==> src/rtl/killer_move_table_reorder_macros.svh <==
// Assertion macros used by the top RTL file of the killer move table.
`ifndef KILLER_MOVE_TABLE_REORDER_MACROS_SVH
`define KILLER_MOVE_TABLE_REORDER_MACROS_SVH
`ifndef NO_ASSERTIONS
`define KMTR_ASSERT_SAME(lbl, clk, rst, ante, cons, msg) \
   lbl: assert property (@(posedge clk) disable iff (rst) (ante) |-> (cons)) else $error(msg);
`define KMTR_ASSERT_NEXT(lbl, clk, rst, ante, cons, msg) \
   lbl: assert property (@(posedge clk) disable iff (rst) (ante) |=> (cons)) else $error(msg);
`else
`define KMTR_ASSERT_SAME(lbl, clk, rst, ante, cons, msg)
`define KMTR_ASSERT_NEXT(lbl, clk, rst, ante, cons, msg)
`endif
`endif

==> src/rtl/kmtr_pkg.sv <==
`timescale 1ns / 1ps
package kmtr_pkg;

   localparam int ACTION_W    = 2;
   localparam int DEPTH_W     = 6;
   localparam int POS_W       = 6;
   localparam int WORD_W      = 32;
   localparam int IDX_W       = POS_W + 1;
   localparam int QUEUE_DEPTH = 2;

   typedef enum logic [ACTION_W-1:0] {
      ACT_SAVE    = 2'd0,
      ACT_LOAD    = 2'd1,
      ACT_REORDER = 2'd2,
      ACT_CLEAR   = 2'd3
   } action_type;

   typedef enum logic [2:0] {
      ST_IDLE,
      ST_SAVE,
      ST_SEARCH,
      ST_SHIFT,
      ST_EMIT
   } state_type;

   typedef struct packed {
      action_type          action;
      logic                depth_ok;
      logic [DEPTH_W-1:0]  depth;
      logic [POS_W-1:0]    position;
      logic [WORD_W-1:0]   move_code;
      logic [WORD_W-1:0]   score;
      logic                last;
   } cmd_type;

endpackage

==> src/rtl/kmtr_queue.sv <==
`timescale 1ns / 1ps
module kmtr_queue (
   input  logic              clock,
   input  logic              reset,
   input  logic              push,
   input  kmtr_pkg::cmd_type push_cmd,
   input  logic              pop,
   output logic              full,
   output logic              head_valid,
   output kmtr_pkg::cmd_type head_cmd
);

   localparam int QA = (kmtr_pkg::QUEUE_DEPTH > 1) ? $clog2(kmtr_pkg::QUEUE_DEPTH) : 1;
   localparam int QC = $clog2(kmtr_pkg::QUEUE_DEPTH + 1);

   kmtr_pkg::cmd_type entry_ff [kmtr_pkg::QUEUE_DEPTH];
   logic [QA-1:0] wr_ptr_ff, wr_ptr_in;
   logic [QA-1:0] rd_ptr_ff, rd_ptr_in;
   logic [QC-1:0] count_ff, count_in;
   logic          do_push, do_pop;

   always_comb begin
      full       = (count_ff == QC'(kmtr_pkg::QUEUE_DEPTH));
      head_valid = (count_ff != '0);
      head_cmd   = entry_ff[rd_ptr_ff];
      do_push    = push && !full;
      do_pop     = pop && head_valid;
      wr_ptr_in  = wr_ptr_ff;
      rd_ptr_in  = rd_ptr_ff;
      count_in   = count_ff;
      if (do_push) begin
         wr_ptr_in = (wr_ptr_ff == QA'(kmtr_pkg::QUEUE_DEPTH - 1)) ? '0 : wr_ptr_ff + 1'b1;
      end
      if (do_pop) begin
         rd_ptr_in = (rd_ptr_ff == QA'(kmtr_pkg::QUEUE_DEPTH - 1)) ? '0 : rd_ptr_ff + 1'b1;
      end
      if (do_push && !do_pop) begin
         count_in = count_ff + 1'b1;
      end else if (do_pop && !do_push) begin
         count_in = count_ff - 1'b1;
      end
   end

   always_ff @(posedge clock) begin
      if (reset) begin
         wr_ptr_ff <= '0;
         rd_ptr_ff <= '0;
         count_ff  <= '0;
      end else begin
         wr_ptr_ff <= wr_ptr_in;
         rd_ptr_ff <= rd_ptr_in;
         count_ff  <= count_in;
      end
   end

   always_ff @(posedge clock) begin
      if (do_push) begin
         entry_ff[wr_ptr_ff] <= push_cmd;
      end
   end

endmodule

==> config.mk <==
export PLATFORM = sky130hd
export DESIGN_NAME = kmtr_queue
export DESIGN_NICKNAME = d
export VERILOG_FILES = /design/src/rtl/killer_move_table_reorder_macros.svh /design/src/rtl/kmtr_pkg.sv /design/src/rtl/kmtr_queue.sv
export SDC_FILE = /design/constraint.sdc
export NUM_CORES = 1
export LEC_CHECK = 0
export BUFFER_PORTS_ARGS = -buffer_cell sky130_fd_sc_hd__buf_2
export CORE_ASPECT_RATIO = 1.75
export CORE_MARGIN = 10
export CORE_UTILIZATION = 47
export DETAILED_ROUTE_END_ITERATION = 16
export PLACE_DENSITY = 0.82
export SLEW_MARGIN = 0
export SYNTH_ARGS = -nofsm -noshare
export SYNTH_HDL_FRONTEND = slang
export SYNTH_SLANG_ARGS = --single-unit
export TNS_END_PERCENT = 1
==> constraint.sdc <==
create_clock -name clock -period 3.1 [get_ports clock]
set_input_delay 0.465 -clock clock [delete_from_list [all_inputs] [get_ports clock]]
set_output_delay 0.465 -clock clock [all_outputs]
set_load 0.02 [all_outputs]
; ---- Word-level counts from Yosys, hierarchy flattened
; Memories as Yosys holds them, arrays and structs flattened. A register that Yosys moved wholly into a read port is not among the register bits.
; Cells that the tools add are included.
[word_totals]
reg_bits = 4
ram_bits = 160
input_bits = 84
out_inout_bits = 82
elab_cells = 26
memories = 1
[memory_table]
columns = memory, words, width, rd, rd_ports_with_merged_regs, write_ports, line_no
row1 = entry_ff, 2, 80, 1, 1, 1, kmtr_queue.sv:16  ; kmtr_pkg::cmd_type entry_ff [kmtr_pkg::QUEUE_DEPTH];
[op_classes]
add_sub_neg = 4
n_eq_ne = 1
mux = 8
n_reduce_logical = 9
[op_table]
columns = op, count
row1 = 1-bit 2-to-1 mux, 6
row2 = 1-bit logical AND, 4
row3 = 2-bit 2-to-1 mux, 2
row4 = 2-bit nonzero test, 2
row5 = 1-bit zero test, 3
row6 = 1-bit adder (second input constant), 2
row7 = 2-bit by 1-bit adder with 2-bit output (second input constant), 1
row8 = 2-bit equality test (second input constant), 1
row9 = 2-bit by 1-bit subtractor with 2-bit output (second input constant), 1

; ---- Logic depth before layout (Yosys ltp)
; Gate-level depths: netlist of the first run.
[logic_depth]
ltp_word = 7
mapped_depth = 6
ltp_nobuf = 6

; ---- Worst setup path before layout of the first run
; OpenSTA, ideal clock, no wires.
[synth_timing]
path_type = reg-to-reg
startpoint = reg count_ff[1]
endpoint = mem entry_ff[1][0] in the netlist's numbering, enable pin
setup_ns = 0.447
arrival_time_ns = 2.522
required_time_ns = 2.653
slack_ns = 0.131
path_stages_with_launch = 4
n_path_buf = 0
period_less_slack_ns = 2.969
cell_sequence = dfxtp_1 nor2b_2 nor2_1 and2_1
[synth_via]
elab_chain_len = 5
[synth_rtl]
columns = element, line_no
row1 = from (decl), kmtr_queue.sv:19  ; logic [QC-1:0] count_ff, count_in;
row2 = from (signal assigned), kmtr_queue.sv:52  ; count_ff <= count_in;
row3 = 2-bit equality test, kmtr_queue.sv:23  ; full = (count_ff == QC'(kmtr_pkg::QUEUE_DEPTH));
row4 = net full, kmtr_queue.sv:8  ; output logic full,
row5 = 1-bit zero test, kmtr_queue.sv:26  ; do_push = push && !full;
row6 = 1-bit logical AND, kmtr_queue.sv:26
row7 = 1-bit 2-to-1 mux, kmtr_queue.sv:57  ; if (do_push) begin
row8 = 1-bit 2-to-1 mux (implied by the code), kmtr_queue.sv:58  ; entry_ff[wr_ptr_ff] <= push_cmd;
row9 = to (decl), kmtr_queue.sv:16
; The timed path passes the listed nets, and every way through them passes these cells.

==> results.py, run 1 <==
metrics = {
    "finish": {
        "nets": 538,
        "seqCellArea_um2": 4910,
        "drive_above_1_share": 0.606,
        "multi_input_area_um2": 1020,
        "final.fill_count": 949,
        "syn_to_final_growth_pct": 27.9,
        "fin_cells": 635,
    },
    "setup_path": {
        "slowest_delay_ns": 0.68,
        "r2r-start": "count_ff[0]$_SDFFE_PP0P_",
        "crit_chain": "buf_12 -> mux2_2 -> buf_2",
        "path_class": "flip-flop to primary output",
        "cp.arrival_ns": 1.98,
        "end_kind": "primary output",
        "start_kind": "flip-flop",
        "critPathMaxFanout": 44,
        "worstPathRequired_ns": 2.63,
        "slowest_stage": "dfxtp_4",
    },
    "synthesis": {
        "syn_inst": 274,
        "synthFlopType": "edfxtp_1",
        "synthTopCellsByCount": "edfxtp_1, mux2_2, buf_2",
        "synth_cell_type_count": 14,
        "ys_top_cells_by_area": "edfxtp_1, mux2_2, dfxtp_1",
        "yosysMostFrequentCell": "edfxtp_1",
        "synth_top_area_share": 0.805,
        "synth-seq-cells": 165,
        "syn_nets": 359,
        "synth_edf_count": 160,
        "ys_async_sr_fraction": 0,
        "ys.warnings.count": 0,
        "yosys.area.top_type": "edfxtp_1",
        "ys_seq_area_frac": 0.821,
        "synth.cell_area_um2": 5970,
        "synth.avg_cell_area_um2": 21.8,
    },
    "floorplan": {
        "core_um2": 12400,
        "die_h_um": 169,
        "initial_core_util": 0.480,
        "die_w_um": 105,
        "rows": 54,
        "fp.dieArea_um2": 17800,
        "num_io_pins": 166,
    },
    "detailed_routing": {
        "drt_pre_antenna_iters": 5,
        "vias_per_cell": 4.96,
        "drt_iter0_markers": 145,
        "wirelength_um": 12800,
        "ant_nets": 0,
        "route.vias.total": 3151,
        "drc_errors": 0,
        "wire_per_inst_um": 20.2,
    },
    "placement": {
        "dpl.hpwl_um": 9140,
        "port_buffers": 165,
        "gp_congestion": 0.732,
        "place_inst": 602,
        "pre_cts_ws_ns": 1.07,
    },
    "clock_tree": {
        "cts.sinks": 165,
        "postCtsSetupBuffers": 0,
        "ctsResizeCount": 0,
        "clockBufferDepth": 2,
        "htreeDepth": 4,
        "cts_tree": "done",
        "clock_latency_ns": 0.41,
        "clkTransAtPathRegs_ns": 0.06,
        "root_buffer": "clkbuf_16",
        "cts_made_buffers": 17,
        "postCtsHoldBufs": 0,
    },
    "sta": {
        "final.setup_skew_ns": 0.00613,
        "worst_slew_pin_slew_ns": 0.596,
        "fin_ws_ns": 0.653,
        "finalCritPeriodShare": 0.789,
        "min_period_ns": 2.45,
        "clock.fmax_mhz": 409,
        "drv_slew": 0,
        "whs_ns": 0.237,
        "tns_ns": 0,
        "relSlewSlack": 0.603,
        "hold_violations": 0,
        "setup_violations": 0,
        "rsz0062_at_grt": "false",
    },
    "power": {
        "peakVddDrop_mv": 0.735,
        "p_total_w": 0.00683,
        "powerDensity_nw_per_um2": 894,
        "power.leakage_nw": 2.86,
    },
    "global_route": {
        "grt_max_degree": 45,
        "grt_pass1_wl_um": 19100,
        "grt_pass1_vias": 3552,
        "grt_overflow_total": 0,
        "grtUsageTotal": 0.141,
        "antenna_found_initial": 2,
    },
    "run_status": {
        "outcome": "finished, final reports clean",
    },
    "min_path": {
        "hp-class": "primary input to flip-flop",
        "hp-start": "push_cmd[53]",
    },
    "flow_run": {
        "cap_viol_max_count": 0,
    },
}
-- metal layers --
metal / global-route usage / up-vias / wire length [um]
met3: 0.0395 / 28 / 573
met4: 0.0869 / 0 / 437
li1: - / 1442 / -
met5: 0 / - / 0
met1: 0.122 / 1578 / 4160
met2: 0.274 / 103 / 7630
-- cell families after synthesis --
group                      after synthesis  share of synthesized area
and+or+nand+nor                          9                    0.00817
AOI/OAI and AO/OA                        5                    0.00419
muxes                                   80                      0.151
adders and majority gates                1                    0.00210
buffers and inverters                   11                    0.00880
DFF                                    165                      0.821
xor gates and xnor gates                 3                    0.00440
-- final timing paths --
path	endpoint	slack (ns)	cells after the start
max reg2reg	entry_ff[1][11]$_DFFE_PP_	1.22	4
min	entry_ff[1][53]$_DFFE_PP_	0.24	1
min reg2reg	wr_ptr_ff$_SDFFE_PP0N_	0.52	2
max	head_cmd[19]	0.65	3
-- layout make-up --
| cell class | count | share of cell area |
|---|---|---|
| sequential | 165 | 0.643 |
| multi-input combinational | 98 | 0.133 |
| timing repair buffer | 169 | 0.115 |
| clock buffer | 19 | 0.0567 |
| tap | 168 | 0.0275 |
| clock inverter | 12 | 0.0231 |
| inverter | 2 | 0.00115 |
| antenna | 2 | 0.000655 |
-- sequential cells by signal, summed over array words and instances, names as in the netlist, named ones only --
name,flops
count_ff,2
entry_ff,160
rd_ptr_ff,1
wr_ptr_ff,1
-- where the power goes --
part / internal, W / leakage, nW / switching, W / total [W]
combinational: 0.000695 / 1.03 / 0.00103 / 0.00172
sequential: 0.00281 / 1.54 / 0.000147 / 0.00295
clock: 0.00135 / 0.296 / 0.000807 / 0.00215
-- worst max-delay path: cells and delay by family (launching register included) --
| family | cells | cell delay, ns |
|---|---|---|
| mux | 1 | 0.39 |
| flops | 1 | 0.68 |
| buf+inv | 2 | 0.47 |
-- cells in the final DEF (no fill, tap or decap), types with 2 or more instances in the layout --
cell type,n
buf_12,2
o21ai_0,3
nor2_1,4
mux2_2,80
inv_6,3
dfxtp_1,4
or3_1,2
edfxtp_1,160
clkinv_2,3
clkbuf_1,2
diode_2,2
clkbuf_16,17
buf_4,2
a21oi_1,2
xor2_1,3
buf_2,165
bufinv_16,4
-- metrics by stage --
step            util  instance area (um2)
3_5_place_dp   0.565                 7020
3_3_place_gp   0.565                 7020
6_report       0.614                 7640
4_1_cts        0.614                 7630
2_1_floorplan      -                 5970
5_1_grt        0.614                 7640
Note: power is estimated with default switching activity, not from simulation.
==> run 2: changes to the inputs <==
--- a/config.mk
+++ b/config.mk
@@ -5,12 +5,13 @@
 export SDC_FILE = /design/constraint.sdc
 export NUM_CORES = 1
 export LEC_CHECK = 0
+export ABC_AREA = 1
 export BUFFER_PORTS_ARGS = -buffer_cell sky130_fd_sc_hd__buf_2
 export CORE_ASPECT_RATIO = 1.75
 export CORE_MARGIN = 10
-export CORE_UTILIZATION = 47
+export CORE_UTILIZATION = 53
 export DETAILED_ROUTE_END_ITERATION = 16
-export PLACE_DENSITY = 0.82
+export PLACE_DENSITY = 0.86
 export SLEW_MARGIN = 0
 export SYNTH_ARGS = -nofsm -noshare
 export SYNTH_HDL_FRONTEND = slang
==> constraint.sdc (replaced) <==
create_clock -name clock -period 2.5 [get_ports clock]
set_input_delay 0.375 -clock clock [delete_from_list [all_inputs] [get_ports clock]]
set_output_delay 0.375 -clock clock [all_outputs]
set_load 0.02 [all_outputs]
==> run 2 against run 1 <==
First-iteration DRC count up 41%. Die area down 3.9%. Worst hold slack worse by 0.089 ns. Global-route usage up 1.0 points. Final cell count down 2.5%. Sequential cell count unchanged. Register-to-register slack worse by 0.30 ns. Power up 23%. Synthesized cell count up 4.4%. Combinational power up 34%. Clock power up 16%. Critical endpoint is now head_cmd[35]. Largest cell class unchanged.
==> results.py, run 2 <==
metrics = {
    "clock_tree": {
        "clock_latency_ns": 0.41,
        "postCtsHoldBufs": 0,
        "root_buffer": "clkbuf_16",
        "cts_made_buffers": 17,
        "clkTransAtPathRegs_ns": 0.06,
        "ctsResizeCount": 0,
        "cts.sinks": 165,
        "postCtsSetupBuffers": 0,
        "clockBufferDepth": 2,
        "htreeDepth": 4,
        "cts_tree": "done",
    },
    "global_route": {
        "grtUsageTotal": 0.152,
        "grt_overflow_total": 0,
        "grt_max_degree": 58,
        "antenna_found_initial": 3,
        "grt_pass1_vias": 3529,
        "grt_pass1_wl_um": 19000,
    },
    "sta": {
        "setup_violations": 0,
        "tns_ns": 0,
        "min_period_ns": 2.10,
        "rsz0062_at_grt": "false",
        "clock.fmax_mhz": 475,
        "relSlewSlack": 0.756,
        "finalCritPeriodShare": 0.841,
        "hold_violations": 0,
        "worst_slew_pin_slew_ns": 0.366,
        "final.setup_skew_ns": 0.00707,
        "drv_slew": 0,
        "fin_ws_ns": 0.396,
    },
    "placement": {
        "gp_congestion": 0.744,
        "dpl.hpwl_um": 9140,
        "pre_cts_ws_ns": 0.827,
        "place_area_um2": 7360,
        "port_buffers": 165,
    },
    "finish": {
        "syn_to_final_growth_pct": 23.7,
        "layout_commonest_cell": "buf_2",
        "largestRegisters": "entry_ff (160), count_ff (2)",
        "utilization": 0.666,
        "largest_register_ffs": 160,
        "final_cell_mix": "buf_2, edfxtp_1, mux2_4",
        "drive_above_1_share": 0.594,
        "design_area_um2": 7950,
        "regMostFlops": "entry_ff",
        "nets": 552,
    },
    "synthesis": {
        "synth.avg_cell_area_um2": 22.5,
        "ys_top_cells_by_area": "edfxtp_1, mux2_4, buf_12",
        "ys_seq_area_frac": 0.764,
        "synthTopCellsByCount": "edfxtp_1, mux2_4, buf_12, inv_1, nor2_1",
        "syn_nets": 371,
        "syn_inst": 286,
        "synth_cell_type_count": 14,
        "synth_top_area_share": 0.748,
        "yosysMostFrequentCell": "edfxtp_1",
        "synth-seq-cells": 165,
        "synth_edf_count": 160,
        "yosys.area.top_type": "edfxtp_1",
        "synthFlopType": "edfxtp_1",
        "ys_async_sr_fraction": 0,
        "ys.warnings.count": 0,
        "synth.cell_area_um2": 6420,
    },
    "detailed_routing": {
        "vias_per_cell": 5.17,
        "drt_iter0_markers": 205,
        "drc_errors": 0,
        "drt_pre_antenna_iters": 4,
        "wire_per_inst_um": 20.5,
        "route.vias.total": 3201,
        "wirelength_um": 12700,
        "ant_nets": 0,
    },
    "run_status": {
        "outcome": "finished, final reports clean",
    },
    "setup_path": {
        "cp.arrival_ns": 1.73,
        "worstPathRequired_ns": 2.12,
        "end_kind": "primary output",
        "path_class": "flip-flop to primary output",
        "start_kind": "flip-flop",
        "critPathMaxFanout": 39,
    },
    "floorplan": {
        "rows": 53,
        "die_h_um": 166,
        "core_um2": 11900,
        "die_w_um": 103,
        "initial_core_util": 0.538,
        "fp.dieArea_um2": 17100,
        "num_io_pins": 166,
    },
    "power": {
        "power.leakage_nw": 3.18,
        "p_total_w": 0.00843,
        "peakVddDrop_mv": 0.668,
        "powerDensity_nw_per_um2": 1060,
    },
    "min_path": {
        "hp-class": "primary input to flip-flop",
    },
    "flow_run": {
        "cap_viol_max_count": 0,
    },
}
## run 2: changes by cell type in the layout (fill, tap and decap cells not counted), moves of 3 or more
cell,before,now
clkinv_4,1,4
inv_1,1,8
mux2_2,80,0
mux2_4,0,80
nand2_1,0,7
xor2_1,3,0
## run 2: power by group
part	total [W]	leakage [nW]	internal, W	switching [W]
sequential	0.00364	1.53	0.00350	0.000138
clock	0.00249	0.279	0.00147	0.00102
combinational	0.00231	1.36	0.00100	0.00130
total	0.00843	3.18	0.00597	0.00246
## run 2: layer usage
metal | share of wire | vias up | track usage
li1 | - | 1477 | -
met1 | 0.32 | 1588 | 0.135
met2 | 0.60 | 120 | 0.287
met3 | 0.064 | 16 | 0.0496
met4 | 0.020 | 0 | 0.0693
met5 | 0 | - | 0
## run 2: cells by family after synthesis
logic type	Yosys count	synth area share
and+or+nand+nor	18	0.0113
AOI/OAI and AO/OA	5	0.00448
DFF	165	0.764
adders and majority gates	1	0.00195
muxes	80	0.187
buffers and inverters	17	0.0314
## run 2: worst paths after layout
path	start	to	slack [ns]	cells after the start
max	flip-flop	head_cmd[35]	0.40	3
min	push_cmd[53]	entry_ff[1][53]$_DFFE_PP_	0.15	1
max reg2reg	count_ff[1]$_SDFFE_PP0P_	count_ff[1]$_SDFFE_PP0P_	0.92	9
min reg2reg	rd_ptr_ff$_SDFFE_PP0P_	rd_ptr_ff$_SDFFE_PP0P_	0.52	2
## run 2: cell type report
cell class | count | area (um2)
flip-flops and latches | 165 | 4910
fillers | 799 | 3990
multi-input cells | 104 | 1330
repair buffers | 171 | 921
clock buffers | 17 | 425
well taps | 137 | 171
clock inverters | 15 | 154
inverters | 8 | 30.0
diodes | 2 | 5.00
## run 2: worst max-delay path, stage by stage, from the launching register on
cell and delay [ns]:
dfxtp_4 0.48, buf_12 0.31, mux2_4 0.33, buf_2 0.16
## run 2: per-stage QoR
step,std cells,hold slack (ns)
global route,619,0.125
finish,619,0.147
global placement,585,0.479
detailed placement,585,0.493
floorplan,286,0.465
CTS,617,0.128
